===== src/design/dfc_pkg.sv =====
`timescale 1ns / 1ps
// dfc_pkg: shared types and constants of the detector frame correction block
// no dependencies

package dfc_pkg;

    localparam int MAX_ROWS = 1024;
    localparam int MAX_COLS = 1024;
    localparam int ROW_W = $clog2(MAX_ROWS);
    localparam int COL_W = $clog2(MAX_COLS);
    localparam int ADDR_W = ROW_W + COL_W;
    localparam logic [15:0] PEDESTAL = 16'd100;
    localparam int GAIN_SHIFT = 10;

    typedef enum logic [1:0] {
        MODE_LOAD   = 2'd0,
        MODE_DEFECT = 2'd1,
        MODE_READ   = 2'd2,
        MODE_READ3  = 2'd3
    } mode_t;

    typedef enum logic [1:0] {
        ST_OK       = 2'd0,
        ST_OUTSIDE  = 2'd1,
        ST_NO_NEIGH = 2'd2,
        ST_UNUSED   = 2'd3
    } status_t;

    localparam logic [2:0] REG_OFFSET_EN = 3'd0;
    localparam logic [2:0] REG_GAIN_EN   = 3'd1;
    localparam logic [2:0] REG_SAT       = 3'd2;
    localparam logic [2:0] REG_ROWS      = 3'd3;
    localparam logic [2:0] REG_COLS      = 3'd4;

    typedef struct packed {
        logic        offset_en;
        logic        gain_en;
        logic [15:0] sat;
        logic [12:0] rows;
        logic [12:0] cols;
    } cfg_t;

    // neighbour offsets, index k of the mask
    function automatic logic signed [1:0] nb_dr(input logic [2:0] k);
        logic signed [1:0] r;
        begin
            unique case (k)
                3'd0, 3'd3, 3'd5: r = -2'sd1;
                3'd1, 3'd6:       r = 2'sd0;
                default:          r = 2'sd1;
            endcase
            return r;
        end
    endfunction

    function automatic logic signed [1:0] nb_dc(input logic [2:0] k);
        logic signed [1:0] r;
        begin
            unique case (k)
                3'd0, 3'd1, 3'd2: r = -2'sd1;
                3'd3, 3'd4:       r = 2'sd0;
                default:          r = 2'sd1;
            endcase
            return r;
        end
    endfunction

endpackage


===== src/design/dfc_regs.sv =====
`timescale 1ns / 1ps
// dfc_regs: apb register file for the frame correction settings
// depends on dfc_pkg

module dfc_regs (
    input  logic               clk,
    input  logic               rst_n,
    input  logic               psel,
    input  logic               penable,
    input  logic               pwrite,
    input  logic [4:0]         paddr,
    input  logic [31:0]        pwdata,
    output logic [31:0]        prdata,
    output logic               pready,
    output dfc_pkg::cfg_t      cfg
);

    dfc_pkg::cfg_t cfg_reg;
    logic [2:0] idx;

    assign idx = paddr[4:2];
    assign pready = 1'b1;
    assign cfg = cfg_reg;

    always_ff @(posedge clk or negedge rst_n)
    begin
        if (!rst_n)
        begin
            cfg_reg.offset_en <= 1'b0;
            cfg_reg.gain_en   <= 1'b0;
            cfg_reg.sat       <= 16'd100;
            cfg_reg.rows      <= 13'd1024;
            cfg_reg.cols      <= 13'd1024;
        end
        else if (psel && penable && pwrite)
        begin
            if (idx == dfc_pkg::REG_OFFSET_EN) cfg_reg.offset_en <= pwdata[0];
            if (idx == dfc_pkg::REG_GAIN_EN)   cfg_reg.gain_en   <= pwdata[0];
            if (idx == dfc_pkg::REG_SAT)       cfg_reg.sat       <= pwdata[15:0];
            if (idx == dfc_pkg::REG_ROWS)      cfg_reg.rows      <= pwdata[12:0];
            if (idx == dfc_pkg::REG_COLS)      cfg_reg.cols      <= pwdata[12:0];
        end
    end

    always_comb
    begin
        prdata = 32'd0;
        if (idx == dfc_pkg::REG_OFFSET_EN) prdata = {31'd0, cfg_reg.offset_en};
        if (idx == dfc_pkg::REG_GAIN_EN)   prdata = {31'd0, cfg_reg.gain_en};
        if (idx == dfc_pkg::REG_SAT)       prdata = {16'd0, cfg_reg.sat};
        if (idx == dfc_pkg::REG_ROWS)      prdata = {19'd0, cfg_reg.rows};
        if (idx == dfc_pkg::REG_COLS)      prdata = {19'd0, cfg_reg.cols};
    end

endmodule


===== config.mk =====
export PLATFORM = sky130hd
export DESIGN_NAME = dfc_regs
export DESIGN_NICKNAME = d
export VERILOG_FILES = /design/src/design/dfc_pkg.sv /design/src/design/dfc_regs.sv
export SDC_FILE = /design/constraint.sdc
export NUM_CORES = 1
export LEC_CHECK = 0
export BUFFER_PORTS_ARGS = -buffer_cell sky130_fd_sc_hd__buf_2
export CAP_MARGIN = 40
export CORE_MARGIN = 2
export CORE_UTILIZATION = 30
export CTS_CLUSTER_SIZE = 24
export DETAILED_ROUTE_END_ITERATION = 16
export PLACE_DENSITY = 0.69
export RECOVER_POWER = 100
export SYNTH_ARGS = -nofsm -noshare
export SYNTH_HDL_FRONTEND = slang
export SYNTH_SLANG_ARGS = --single-unit

===== constraint.sdc =====
create_clock -name clk -period 1.9 [get_ports clk]
set_input_delay 0.19 -clock clk [delete_from_list [all_inputs] [get_ports clk]]
set_output_delay 0.19 -clock clk [all_outputs]
set_load 0.05 [all_outputs]

==> impl_metrics.json <==
{
  "outcome": "finished clean",
  "p_comb_frac": 0.422,
  "largest_reg_flops": 44,
  "yosys-top-cells-count": "39 x dfrtp_1, 35 x mux2_2, 20 x buf_4",
  "synthCells": 162,
  "ys_types": 26,
  "min_period_ns": 1.678,
  "antenna_found_initial": 0,
  "rsz0062_at_grt": "no",
  "crit_buf_inv": 2,
  "hold_path.class": "primary input to register",
  "setup_viol": 0,
  "num_vias": 1636,
  "pre_cts_ws_ns": 0.3070,
  "ys_seq_elements": 44,
  "ys_seq_area_frac": 0.5000,
  "cp-start-kind": "primary input",
  "gr-usage-all-layers": 0.1377,
  "n_antenna_cell": 0,
  "cts_tree": "done",
  "die_area_um2": 8086,
  "drive_gt1_frac": 0.3651,
  "synthFlopType": "dfrtp_1",
  "finalNetCount": 294,
  "timing.critical_path.cells": "clkbuf_1, nand4b_1, nor2_1, clkbuf_2, mux2_2",
  "power_switching_mw": 1.521,
  "die_y_um": 89.92,
  "hpwlAfterDp_um": 3951,
  "final.setup.tns_ns": 0,
  "io_pins": 119,
  "gp_congestion": 0.6906,
  "synth-edff-count": 0,
  "drcViolationCount": 0,
  "start_util": 0.3070,
  "path_clk_slew_ns": 0.09,
  "num_rows": 31,
  "tightest_slew_ns": 1.071,
  "clock_path_buffers": 2,
  "min_period_over_period": 0.8832,
  "numPortBuffers": 83,
  "clkSinkCount": 44,
  "post_cts_resized": 0,
  "power.leakage_nw": 1.182,
  "cts_root_buf": "clkbuf_8",
  "postCtsSetupBuffers": 0,
  "grt-ovfl-total": 0,
  "finalClockSkew_ns": 0,
  "first_iter_violations": 63,
  "core-area_um2": 7214,
  "synthMostInstantiatedCell": "dfrtp_1",
  "crit_arrival_ns": 1.86,
  "intPower_mw": 1.669,
  "final_max_slew_viol_count": 0,
  "path_delay_family": "simple AND/OR/NAND/NOR gates",
  "max_cap_viol_count": 0,
  "ys_warn_count": 0,
  "grt_pass1_vias": 1657,
  "slowest_stage": "clkbuf_2",
  "grt_max_degree": 28,
  "finalWorstSetupSlack_ns": 0.2220,
  "syn_area_um2": 2215,
  "cp.required_ns": 2.08,
  "syn_avg_cell_area_um2": 13.67,
  "max_stage_delay_ns": 0.44,
  "power_frac_clock": 0.178,
  "pwr_density_cell_nw_per_um2": 1201,
  "drt.antenna.violating_nets": 0,
  "totalWireLength_um": 5512,
  "netlist_top_cells_area": "dfrtp_1 44%, mux2_2 18%, buf_4 6.8%, mux2_4 6.8%, dfstp_2 5.9%",
  "dieWidth_um": 89.92,
  "drtPass1Iterations": 4,
  "crit_fanout": 14,
  "post_drt_via_cell_ratio": 4.661,
  "fill_cells": 754,
  "clk_latency_ns": 0.29,
  "async_flop_share": 1.000,
  "yosysTopAreaCellShare": 0.4407,
  "synth_top_cell_by_area": "dfrtp_1",
  "areaGrowthSynthToFinish_pct": 20.00,
  "final_hold_viol_count": 0,
  "grt_pass1_wl_um": 8838,
  "wire_per_inst_um": 15.70,
  "cts_buffers": 5,
  "cp-end-kind": "register",
  "htree_levels": 2,
  "relSlewSlack": 0.2860,
  "path_class": "primary input to register",
  "seqPwrFrac": 0.399,
  "ir_drop_mv": 0.4404,
  "fmaxAchievable_mhz": 596.0,
  "switching_share": 0.4768
}
[power by group through the flow]
stage                     registers [mW]  clock network, mW  logic, mW
after global placement              1.28                  0       1.43
after detailed placement            1.29                  0       1.44
after CTS                           1.27              0.598       1.44
after floorplan                     1.93                  0      0.478
final                               1.27              0.569       1.35
after global routing                1.31              0.631       1.40
[stage by stage]
stage	utilization	cell area [um^2]	std cells	hold slack [ns]	total power, mW
2_1_floorplan	-	2271	177	-0.1056	2.405
3_3_place_gp	0.3774	2723	343	0.1539	2.710
3_5_place_dp	0.3774	2723	343	0.1579	2.732
4_1_cts	0.3900	2814	351	0.1118	3.315
5_1_grt	0.3684	2658	351	0.1097	3.340
6_report	0.3684	2658	351	0.1240	3.191
[final timing paths]
path                                  from  endpoint  slack, ns  cells past startpoint
min in group asynchronous            rst_n   cfg[26]       0.61                      2
worst max register to register      cfg[7]    cfg[7]       1.09                      1
worst min register to register      cfg[2]    cfg[2]       0.52                      1
max in group asynchronous            rst_n   cfg[32]       0.52                      3
worst min-delay path            pwdata[14]   cfg[40]       0.12                      2
worst max-delay path              paddr[4]   cfg[34]       0.22                      5
[layout make-up]
| cell class | instances | area [um^2] | share of cell area |
|---|---|---|---|
| sequential | 44 | 1107 | 0.4167 |
| multi-input combinational | 107 | 905.9 | 0.3409 |
| timing repair buffer | 94 | 439.2 | 0.1653 |
| tap | 99 | 123.9 | 0.04661 |
| clock buffer | 5 | 68.82 | 0.02589 |
| clock inverter | 2 | 12.51 | 0.004708 |
[placed cells by master (no fill, tap or decap), drive strengths merged]
| cell type | instances |
|---|---|
| dlygate4sd3 | 1 |
| a22oi | 12 |
| nand2b | 1 |
| nor2 | 5 |
| nand3b | 1 |
| mux2i | 2 |
| dfrtp | 39 |
| nand4b | 1 |
| dfstp | 5 |
| nand2 | 1 |
| o2bb2ai | 12 |
| nor4b | 1 |
| o21ai | 1 |
| clkbuf | 70 |
| conb | 17 |
| nand3 | 1 |
| and2 | 3 |
| nor3b | 1 |
| mux2 | 45 |
| buf | 28 |
| clkinv | 1 |
| nor3 | 1 |
| clkinvlp | 1 |
| nor2b | 2 |
[cell families (layout without fill, tap and decap cells)]
group | after synthesis | after routing | share of synthesized area
AOI/OAI and AO/OA | 25 | 25 | 0.09039
muxes | 47 | 47 | 0.2548
buffers and inverters | 26 | 101 | 0.08474
and+or+nand+nor | 18 | 18 | 0.06667
other | 2 | 17 | 0.003391
DFF | 44 | 44 | 0.5000
[metal layers]
layer	global-route usage	up-vias	share of wire
li1	-	739	-
met1	0.1844	827	0.45
met2	0.2273	68	0.49
met3	0.03101	2	0.060
met4	0.03462	0	0.0038
met5	0	-	0
[what timing repair did]
item                                    4_1_cts  5_1_grt
hold endpoints to repair                     15        0
hold buffers                                  1        0
endpoints found under the setup margin        0        0
Note: power is estimated with default switching activity, not from simulation.
