$ cat src/design/dfc_divider.sv
`timescale 1ns / 1ps
// dfc_divider: restoring divider, one quotient bit per cycle
// no package dependencies

module dfc_divider (
    input  logic        clk,
    input  logic        rst_n,
    input  logic        start,
    input  logic [25:0] dividend,
    input  logic [15:0] divisor,
    output logic        done,
    output logic [25:0] quotient
);

    logic [25:0] quo_reg, quo_next;
    logic [16:0] rem_reg, rem_next;
    logic [15:0] dvs_reg;
    logic [4:0]  cnt_reg;
    logic        busy_reg;
    logic        done_reg;
    logic [16:0] trial;
    logic [17:0] diff;

    assign trial = {rem_reg[15:0], quo_reg[25]};
    assign diff  = {1'b0, trial} - {2'b00, dvs_reg};

    always_comb
    begin
        if (!diff[17])
        begin
            rem_next = diff[16:0];
            quo_next = {quo_reg[24:0], 1'b1};
        end
        else
        begin
            rem_next = trial;
            quo_next = {quo_reg[24:0], 1'b0};
        end
    end

    always_ff @(posedge clk or negedge rst_n)
    begin
        if (!rst_n)
        begin
            busy_reg <= 1'b0;
            done_reg <= 1'b0;
            cnt_reg  <= 5'd0;
        end
        else
        begin
            done_reg <= 1'b0;
            if (start)
            begin
                busy_reg <= 1'b1;
                cnt_reg  <= 5'd0;
            end
            else if (busy_reg)
            begin
                cnt_reg <= cnt_reg + 5'd1;
                if (cnt_reg == 5'd25)
                begin
                    busy_reg <= 1'b0;
                    done_reg <= 1'b1;
                end
            end
        end
    end

    always_ff @(posedge clk)
    begin
        if (start)
        begin
            quo_reg <= dividend;
            rem_reg <= 17'd0;
            dvs_reg <= divisor;
        end
        else if (busy_reg)
        begin
            quo_reg <= quo_next;
            rem_reg <= rem_next;
        end
    end

    assign done = done_reg;
    assign quotient = quo_reg;

endmodule

$ cat config.mk
export PLATFORM = sky130hd
export DESIGN_NAME = dfc_divider
export DESIGN_NICKNAME = d
export VERILOG_FILES = /design/src/design/dfc_divider.sv
export SDC_FILE = /design/constraint.sdc
export NUM_CORES = 1
export LEC_CHECK = 0
export BUFFER_PORTS_ARGS = -buffer_cell sky130_fd_sc_hd__buf_2
export CORE_MARGIN = 2
export CORE_UTILIZATION = 40
export DETAILED_ROUTE_END_ITERATION = 6
export HOLD_SLACK_MARGIN = 0.15
export PLACE_DENSITY = 0.75
export SLEW_MARGIN = 20
export SYNTH_ARGS = -nofsm -noshare
export SYNTH_HDL_FRONTEND = slang
export SYNTH_SLANG_ARGS = --single-unit
$ cat constraint.sdc
create_clock -name clk -period 2.34 [get_ports clk]
set_input_delay 0.585 -clock clk [delete_from_list [all_inputs] [get_ports clk]]
set_output_delay 0.585 -clock clk [all_outputs]
set_load 0.02 [all_outputs]
==> results.py, run 1 <==
metrics = {
    "min_path": {
        "min-delay-start": "divisor[0]",
        "min_path_type": "primary input to register",
        "hold_depth": 1,
        "holdPathEnd": "dvs_reg[0]",
    },
    "setup_path": {
        "path_buf_inv": 2,
        "cp_slowest_stage_delay_ns": 0.35,
        "cp.required_ns": 2.57,
        "worstReg2RegStart": "dvs_reg[3]",
        "cp.arrival_ns": 2.51,
        "crit_path_cell_trace": "inv_1 > ha_4 > o211ai_1 > a21oi_2 > o2111ai_4 > a31o_4 > buf_4 > and3_1 > a221o_1",
        "rr_worst_depth": 9,
        "crit_fanout": 7,
        "start_kind": "register",
        "crit_slowest_cell": "edfxtp_1",
        "crit_path_end_kind": "register",
        "path_delay_family": "compound AO/OA/AOI/OAI gates",
        "crit_type": "register to register",
        "timing.rr.end": "rem_reg[2]",
        "r2r_slack_ns": 0.06,
    },
    "synth": {
        "synth-edff-count": 42,
        "yosysTopAreaCellShare_pct": 36.2,
        "syn_area_per_cell_um2": 11.4,
        "synthesis.nets": 369,
        "synthTopCellsByArea": "edfxtp_1, dfxtp_1, mux2_2, ha_1, dfrtp_1",
        "yosysSeqAreaShare_pct": 50.5,
        "synth-seq-cells": 65,
        "yosysWarnings": 0,
        "ys.flop_type": "edfxtp_1",
        "synth_area_mm2": 0.00348,
        "synthCells": 305,
        "synthArstFlopShare_pct": 10.8,
        "synth.largest_area_cell": "edfxtp_1",
        "ys_types": 55,
    },
    "cells_and_area": {
        "largest_register_ffs": 26,
        "drive_above_1_share_pct": 41.2,
        "layout.nets": 469,
        "area_growth_pct": 29.3,
        "final_util_pct": 52.4,
        "diodes": 0,
        "final_area_mm2": 0.00450,
    },
    "global_routing": {
        "gr-total-overflow": 0,
        "track_usage_pct": 16.3,
        "grt_max_degree": 34,
        "grt_antenna_before_repair": 0,
        "grt_pass1_vias": 2678,
        "grt_pass1_wl_um": 12400,
    },
    "floorplanning": {
        "io_pins": 72,
        "die_x_um": 97.3,
        "fp-row-count": 34,
        "start_util_pct": 40.5,
        "core_area_mm2": 0.00859,
        "die_area_mm2": 0.00946,
        "die_h_um": 97.3,
    },
    "cts": {
        "htreeDepth": 3,
        "cts_tree": "built",
        "insertion_delay_ns": 0.36,
        "cts_buffers": 9,
        "clk_pin_slew_ns": 0.08,
        "clk_root_buffer_cell": "clkbuf_8",
        "numClockSinks": 65,
        "clockBufferDepth": 2,
    },
    "detailed_routing": {
        "drc_errors": 0,
        "finalWirelength_um": 7890,
        "viasPerCell": 5.19,
        "ant_nets": 0,
        "vias": 2686,
        "drt_first_pass_iters": 4,
        "wl_per_cell_um": 15.2,
        "drt_iter0_markers": 184,
    },
    "run_status": {
        "status": "finished clean",
    },
    "sta": {
        "worstMarginPinSlew_ns": 0.390,
        "final.period_utilization_pct": 97.5,
        "slew_headroom_pct": 73.8,
        "clock_skew_ns": 0.0154,
        "fmax_mhz": 438,
        "period_needed_ns": 2.28,
        "hold_violations": 0,
        "finalHoldWorstSlack_ns": 0.408,
        "worst_slack_ns": 0.0573,
        "rsz0062_at_grt": "yes",
        "setup_viol": 0,
        "maxSlewViolCount": 0,
    },
    "power_and_ir_drop": {
        "p_per_area_mw_per_mm2": 620,
        "ir_drop_v": 0.000463,
        "leakagePower_nw": 1.92,
        "power_mw": 2.79,
    },
    "placed_design": {
        "io_buffers": 71,
        "gp_congestion": 0.895,
        "hpwl_um": 5390,
        "placed_area_mm2": 0.00414,
        "dp_slack_ns": -0.0355,
    },
    "job": {
        "max_cap_viol_count": 0,
    },
}
[layer usage]
| layer | global-route usage (%) | up-vias | wire [µm] |
|---|---|---|---|
| met5 | 0 | - | 0 |
| met4 | 6.30 | 0 | 138 |
| met3 | 4.75 | 12 | 326 |
| met2 | 26.0 | 64 | 3950 |
| met1 | 21.0 | 1275 | 3470 |
| li1 | - | 1335 | - |
[area by class of cell]
class / instances / area [µm²]
tap: 108 / 135
multi-input combinational: 205 / 1720
fill: 750 / 4090
sequential: 65 / 1760
inverter: 22 / 82.6
clock buffer: 9 / 124
clock inverter: 7 / 77.6
timing repair buffer: 102 / 603
[cell usage in the layout, fill, tap and decap left out, drive strengths merged, types with 5 or more instances in the layout]
master | Yosys | final
dfrtp | 7 | 7
ha | 18 | 18
a21oi | 11 | 11
a21o | 9 | 9
inv | 22 | 24
a311oi | 9 | 9
mux2 | 26 | 26
dfxtp | 16 | 16
nand2 | 23 | 23
o21ai | 10 | 10
edfxtp | 42 | 42
clkbuf | 8 | 9
buf | 5 | 101
a31oi | 5 | 5
nor2 | 24 | 24
xnor2 | 10 | 10
[repair_timing]
item                                    4_1_cts  5_1_grt
cloned                                        0        0
buffers inserted                              0        1
endpoints found under the setup margin        7       15
gates resized for setup                       2       20
hold endpoints to repair                      7        0
pin swaps                                     0        6
hold buffers                                  1        0
[cell families (layout without fill, tap and decap cells)]
family | count (synthesis) | after routing | synth area share (%)
AO/OA/AOI/OAI | 71 | 71 | 15.8
XOR/XNOR | 14 | 14 | 3.52
adder cells (fa/ha/maj) | 19 | 19 | 7.05
buffers and inverters | 35 | 140 | 4.24
flip-flops | 65 | 65 | 50.5
multiplexers | 27 | 27 | 8.70
AND/OR/NAND/NOR | 74 | 74 | 10.2
[power breakdown]
part | internal [mW] | leakage [nW] | total [mW] | switching (mW)
Sequential | 1.31 | 0.653 | 1.35 | 0.0383
Combinational | 0.219 | 1.17 | 0.457 | 0.238
Clock | 0.501 | 0.100 | 0.987 | 0.486
[synthesized netlist by cell type, types with 6 or more instances]
cell      instances
edfxtp_1         42
mux2_2           26
nor2_1           24
nand2_1          23
inv_1            22
ha_1             18
dfxtp_1          16
a21oi_1          10
o21ai_0          10
xnor2_1          10
a21o_1            9
clkbuf_1          8
dfrtp_1           7
a311oi_1          6
[worst max path at each step]
stage	start	slack [ns]	cells past startpoint	to
after global placement	dvs_reg[8]	0.04	10	rem_reg[2]
after floorplan	quotient[25]	0.05	10	rem_reg[14]
after CTS	dvs_reg[10]	0.009	10	rem_reg[5]
final	dvs_reg[3]	0.06	9	rem_reg[2]
after global routing	dvs_reg[3]	-0.05	9	rem_reg[2]
after detailed placement	dvs_reg[10]	-0.04	10	rem_reg[5]
[worst reg2reg max path: stages, from the launching register on]
cell,delay (ns)
edfxtp_1,0.35
inv_1,0.08
ha_4,0.30
o211ai_1,0.11
a21oi_2,0.20
o2111ai_4,0.20
a31o_4,0.31
buf_4,0.16
and3_1,0.18
a221o_1,0.27
[per-stage QoR]
stage	setup TNS (ns)	std cells
after floorplan	0	305
final	0	518
after CTS	0	517
after global placement	0	500
after global routing	-0.0610	518
after detailed placement	-0.0639	500
Power figures use the tool's default switching activity.
==> run 2: changes to the inputs <==
BUFFER_PORTS_ARGS = unset   (was -buffer_cell sky130_fd_sc_hd__buf_2)
CAP_MARGIN = 10   (was unset)
DONT_BUFFER_PORTS = 1   (was unset)
PLACE_DENSITY = 0.67   (was 0.75)
REMOVE_ABC_BUFFERS = 1   (was unset)
==> run 2 against run 1 <==
  * Sequential share of layout area rose by 4.1 points
  * Global-route usage fell by 0.53 points
  * Design area fell by 9.6%
  * Sequential power rose by 4%
  * Final cell count fell by 15%
  * Fmax rose by 1.0%
  * Worst setup slack improved by 0.023 ns
  * Clock power barely moved
  * Non-clock buffer count fell by 78
  * Worst hold slack got worse by 0.10 ns
  * Largest power group unchanged
==> results.py, run 2 (synthesis results as in run 1) <==
metrics = {
    "placed_design": {
        "hpwl_um": 4920,
        "placed_cells": 421,
        "placed_area_mm2": 0.00371,
        "gp_congestion": 0.842,
        "io_buffers": 0,
    },
    "cts": {
        "cts_tree": "built",
        "clk_pin_slew_ns": 0.08,
        "cts_buffers": 9,
        "clockBufferDepth": 2,
        "numClockSinks": 65,
        "htreeDepth": 3,
        "clk_root_buffer_cell": "clkbuf_8",
        "insertion_delay_ns": 0.35,
    },
    "floorplanning": {
        "io_pins": 72,
        "die_x_um": 97.3,
        "die_area_mm2": 0.00946,
        "die_h_um": 97.3,
        "core_area_mm2": 0.00859,
        "start_util_pct": 40.5,
        "fp-row-count": 34,
    },
    "setup_path": {
        "cp.required_ns": 2.62,
        "crit_fanout": 7,
        "crit_type": "register to register",
        "crit_path_cell_trace": "inv_1 > ha_4 > and3_4 > and2_4 > o2111ai_4 > a31o_4 > buf_4 > a311o_1 > a31oi_1",
        "r2r_slack_ns": 0.08,
        "rr_worst_depth": 9,
        "start_kind": "register",
        "worstReg2RegStart": "dvs_reg[8]",
        "cp_slowest_stage_delay_ns": 0.34,
        "crit_path_end_kind": "register",
        "crit_start": "dvs_reg[8]",
        "cp.arrival_ns": 2.54,
        "crit_slowest_cell": "edfxtp_1",
    },
    "power_and_ir_drop": {
        "leakagePower_nw": 1.59,
        "p_per_area_mw_per_mm2": 657,
        "power_mw": 2.67,
        "ir_drop_v": 0.000384,
    },
    "job": {
        "max_cap_viol_count": 0,
    },
    "cells_and_area": {
        "layout.nets": 391,
        "nFillCells": 784,
        "drive_above_1_share_pct": 26.2,
        "layout_common_cells": "edfxtp_1, mux2_2, nor2_1",
        "diodes": 0,
        "largest_register_ffs": 26,
        "final_area_mm2": 0.00407,
        "layout_commonest_cell": "edfxtp_1",
        "area_growth_pct": 16.9,
        "fin_cells": 440,
    },
    "sta": {
        "slew_headroom_pct": 35.9,
        "setup_viol": 0,
        "period_needed_ns": 2.26,
        "finalHoldWorstSlack_ns": 0.304,
        "final.period_utilization_pct": 96.6,
        "clock_skew_ns": 0.0125,
        "maxSlewViolCount": 0,
        "worstMarginPinSlew_ns": 0.961,
        "fmax_mhz": 443,
        "hold_violations": 0,
        "finalSetupTns_ns": 0,
        "rsz0062_at_grt": "no",
    },
    "min_path": {
        "hold_depth": 1,
        "min-delay-start": "start",
        "min_path_type": "primary input to register",
    },
    "global_routing": {
        "grt_max_degree": 65,
        "grt_pass1_wl_um": 12000,
        "grt_pass1_vias": 2435,
        "gr-total-overflow": 0,
        "grt_antenna_before_repair": 0,
        "track_usage_pct": 15.8,
    },
    "detailed_routing": {
        "vias": 2392,
        "finalWirelength_um": 7170,
        "drt_first_pass_iters": 4,
        "ant_nets": 0,
        "viasPerCell": 5.44,
        "drt_iter0_markers": 150,
        "drc_errors": 0,
        "wl_per_cell_um": 16.3,
    },
    "run_status": {
        "status": "finished clean",
    },
}
run 2: final timing paths:
check,end
max in group asynchronous,cnt_reg[2]
worst min register to register,rem_reg[4]
worst max register to register,rem_reg[14]
worst max-delay path,rem_reg[14]
min in group asynchronous,cnt_reg[4]
worst min-delay path,rem_reg[4]
run 2: layout make-up:
type / instances / area (µm²) / area share [%]
clock buffers: 9 / 124 / 3.05
flip-flops and latches: 65 / 1760 / 43.2
repair buffers: 24 / 183 / 4.49
clock inverters: 7 / 76.3 / 1.88
multi-input cells: 205 / 1710 / 42.0
well taps: 108 / 135 / 3.32
inverters: 22 / 82.6 / 2.03
run 2: through the flow:
step	worst slack, ns	utilization, %
floorplan	0.0255	-
global placement	-0.0605	43.1
detailed placement	-0.0973	43.1
CTS	0.00227	46.6
global route	0.00639	47.3
finish	0.0805	47.3
run 2: repair_timing:
item | CTS | global route
endpoints found under the hold margin | 7 | 0
setup buffers | 1 | 1
resized for setup | 10 | 8
hold buffers | 1 | 0
pin swaps | 1 | 4
endpoints found under the setup margin | 10 | 9
run 2: critical path, delay by kind of cell (launching register included):
family / cells / cell delay [ns]
adder cells (fa/ha/maj): 1 / 0.30
AND/OR/NAND/NOR: 2 / 0.36
AO/OA/AOI/OAI: 4 / 0.99
flip-flops: 1 / 0.34
buffers and inverters: 2 / 0.22
run 2: report_power, final:
part | total, mW | internal, mW | switching [mW]
registers | 1.41 | 1.31 | 0.102
clock network | 0.988 | 0.501 | 0.487
logic | 0.272 | 0.148 | 0.124
total | 2.67 | 1.96 | 0.714
run 2: routing by layer:
layer / global-route usage [%] / vias to the layer above / routed length, µm
met3: 7.27 / 6 / 583
li1: - / 1184 / -
met1: 19.4 / 1120 / 3050
met4: 4.17 / 0 / 69
met5: 0 / - / 0
met2: 25.2 / 82 / 3470
==> run 3: changes to the inputs <==
REMOVE_ABC_BUFFERS = unset   (was 1)
==> run 3 against run 2 <==
  * Count of clock-buffer cells in the layout up 1
  * Power up 3.4%
  * Non-clock buffer count down 1
  * Final cell count down 0.23%
  * Largest cell class unchanged
==> results.py, run 3 (synthesis results as in run 1) <==
metrics = {
    "detailed_routing": {
        "drc_errors": 0,
        "finalWirelength_um": 7430,
        "drt_iter0_markers": 129,
        "vias": 2365,
        "ant_nets": 0,
        "drt_first_pass_iters": 4,
        "viasPerCell": 5.39,
        "wl_per_cell_um": 16.9,
    },
    "cts": {
        "clk_pin_slew_ns": 0.07,
        "clk_root_buffer_cell": "clkbuf_8",
        "cts_buffers": 9,
        "insertion_delay_ns": 0.36,
        "clockBufferDepth": 2,
        "cts_tree": "built",
        "htreeDepth": 3,
        "numClockSinks": 65,
    },
    "cells_and_area": {
        "final_util_pct": 46.4,
        "layout.nets": 390,
        "largest_register_ffs": 26,
        "nFillCells": 809,
        "area_growth_pct": 14.6,
        "final_area_mm2": 0.00399,
        "diodes": 0,
        "drive_above_1_share_pct": 23.9,
        "layout_commonest_cell": "edfxtp_1",
        "fin_cells": 439,
        "layout_common_cells": "edfxtp_1, mux2_2, nor2_1",
    },
    "power_and_ir_drop": {
        "p_per_area_mw_per_mm2": 693,
        "power_mw": 2.76,
        "ir_drop_v": 0.000305,
        "leakagePower_nw": 1.60,
    },
    "setup_path": {
        "path_delay_family": "compound AO/OA/AOI/OAI gates",
        "crit_path_cell_trace": "inv_1 > ha_1 > o211ai_1 > a21oi_2 > o2111ai_4 > a31o_4 > buf_4 > a32oi_1 > o31ai_1",
        "r2r_slack_ns": 0.11,
        "crit_fanout": 14,
        "crit_type": "register to register",
        "crit_path_end_kind": "register",
        "start_kind": "register",
        "crit_slowest_cell": "ha_1",
        "cp.arrival_ns": 2.47,
        "cp.required_ns": 2.58,
        "worstReg2RegStart": "dvs_reg[4]",
        "cp_slowest_stage_delay_ns": 0.35,
        "path_buf_inv": 2,
        "rr_worst_depth": 9,
        "timing.rr.end": "rem_reg[12]",
    },
    "global_routing": {
        "grt_max_degree": 65,
        "grt_busiest_layer": "met2",
        "grt_use_met2_pct": 25.7,
        "gr-total-overflow": 0,
        "grt_pass1_wl_um": 12100,
        "track_usage_pct": 16.2,
        "grt_pass1_vias": 2392,
        "grt_antenna_before_repair": 0,
        "use_met1_pct": 21.4,
        "use_met3_pct": 2.45,
    },
    "min_path": {
        "hold_depth": 0,
        "min-delay-start": "divisor[6]",
        "min_path_type": "primary input to register",
        "holdPathEnd": "dvs_reg[6]",
    },
    "sta": {
        "worstMarginPinSlew_ns": 0.458,
        "setup_viol": 0,
        "worst_slack_ns": 0.110,
        "final.period_utilization_pct": 95.3,
        "maxSlewViolCount": 0,
        "clock_skew_ns": 0.00472,
        "hold_violations": 0,
        "fmax_mhz": 448,
        "slew_headroom_pct": 69.2,
        "rsz0062_at_grt": "no",
        "period_needed_ns": 2.23,
    },
    "run_status": {
        "status": "finished clean",
    },
    "placed_design": {
        "hpwl_um": 5000,
        "placed_area_mm2": 0.00371,
        "dp_slack_ns": -0.0705,
        "placed_cells": 422,
        "io_buffers": 0,
        "gp_congestion": 0.834,
    },
    "floorplanning": {
        "die_h_um": 97.3,
        "start_util_pct": 40.5,
        "fp-row-count": 34,
        "die_area_mm2": 0.00946,
        "die_x_um": 97.3,
        "core_area_mm2": 0.00859,
        "io_pins": 72,
    },
    "job": {
        "max_cap_viol_count": 0,
    },
}
[run 3: cell type report]
cell class	count	area [µm²]	area share (%)
Clock inverter	6	91.3	2.29
Clock buffer	10	128	3.20
Timing Repair Buffer	23	179	4.49
Tap cell	108	135	3.39
Sequential cell	65	1760	44.0
Multi-Input combinational cell	205	1620	40.5
Inverter	22	82.6	2.07
[run 3: report_power, final]
group	internal, mW	total, mW	switching (mW)
registers	1.31	1.41	0.101
clock network	0.605	1.08	0.477
logic	0.144	0.270	0.127
[run 3: worst max path at each step]
| stage | end | startpoint | cells past startpoint | slack (ns) |
|---|---|---|---|---|
| 6_report | rem_reg[12] | dvs_reg[4] | 9 | 0.11 |
| 3_3_place_gp | rem_reg[15] | rem_reg[9] | 9 | -0.03 |
| 2_1_floorplan | rem_reg[14] | quotient[25] | 10 | 0.05 |
| 5_1_grt | rem_reg[3] | dvs_reg[8] | 9 | 0.01 |
| 4_1_cts | rem_reg[8] | quotient[25] | 11 | 0.002 |
| 3_5_place_dp | rem_reg[12] | rem_reg[9] | 9 | -0.07 |
[run 3: per-stage QoR]
stage,hold WS [ns],setup TNS (ns)
2_1_floorplan,0.289,0
3_3_place_gp,0.290,-0.0540
3_5_place_dp,0.290,-0.297
4_1_cts,0.284,0
5_1_grt,0.299,0
6_report,0.315,0
[run 3: repair_timing]
action                                  in CTS  in global routing
endpoints found under the hold margin        7                  0
setup buffers                                0                  0
hold buffers                                 1                  0
resized for setup                            2                 10
pin swaps                                    0                  3
cloned                                       0                  0
endpoints found under the setup margin      15                 17
[run 3: metal layers]
layer / wire length [µm] / vias to the layer above
li1: - / 1176
met1: 3390 / 1125
met2: 3670 / 53
met3: 236 / 11
met4: 132 / 0
met5: 0 / -
[run 3: worst reg2reg max path, cell delays in order, from the launching register on]
cell       delay, ns
edfxtp_1        0.33
inv_1           0.04
ha_1            0.35
o211ai_1        0.13
a21oi_2         0.25
o2111ai_4       0.21
a31o_4          0.34
buf_4           0.18
a32oi_1         0.19
o31ai_1         0.10
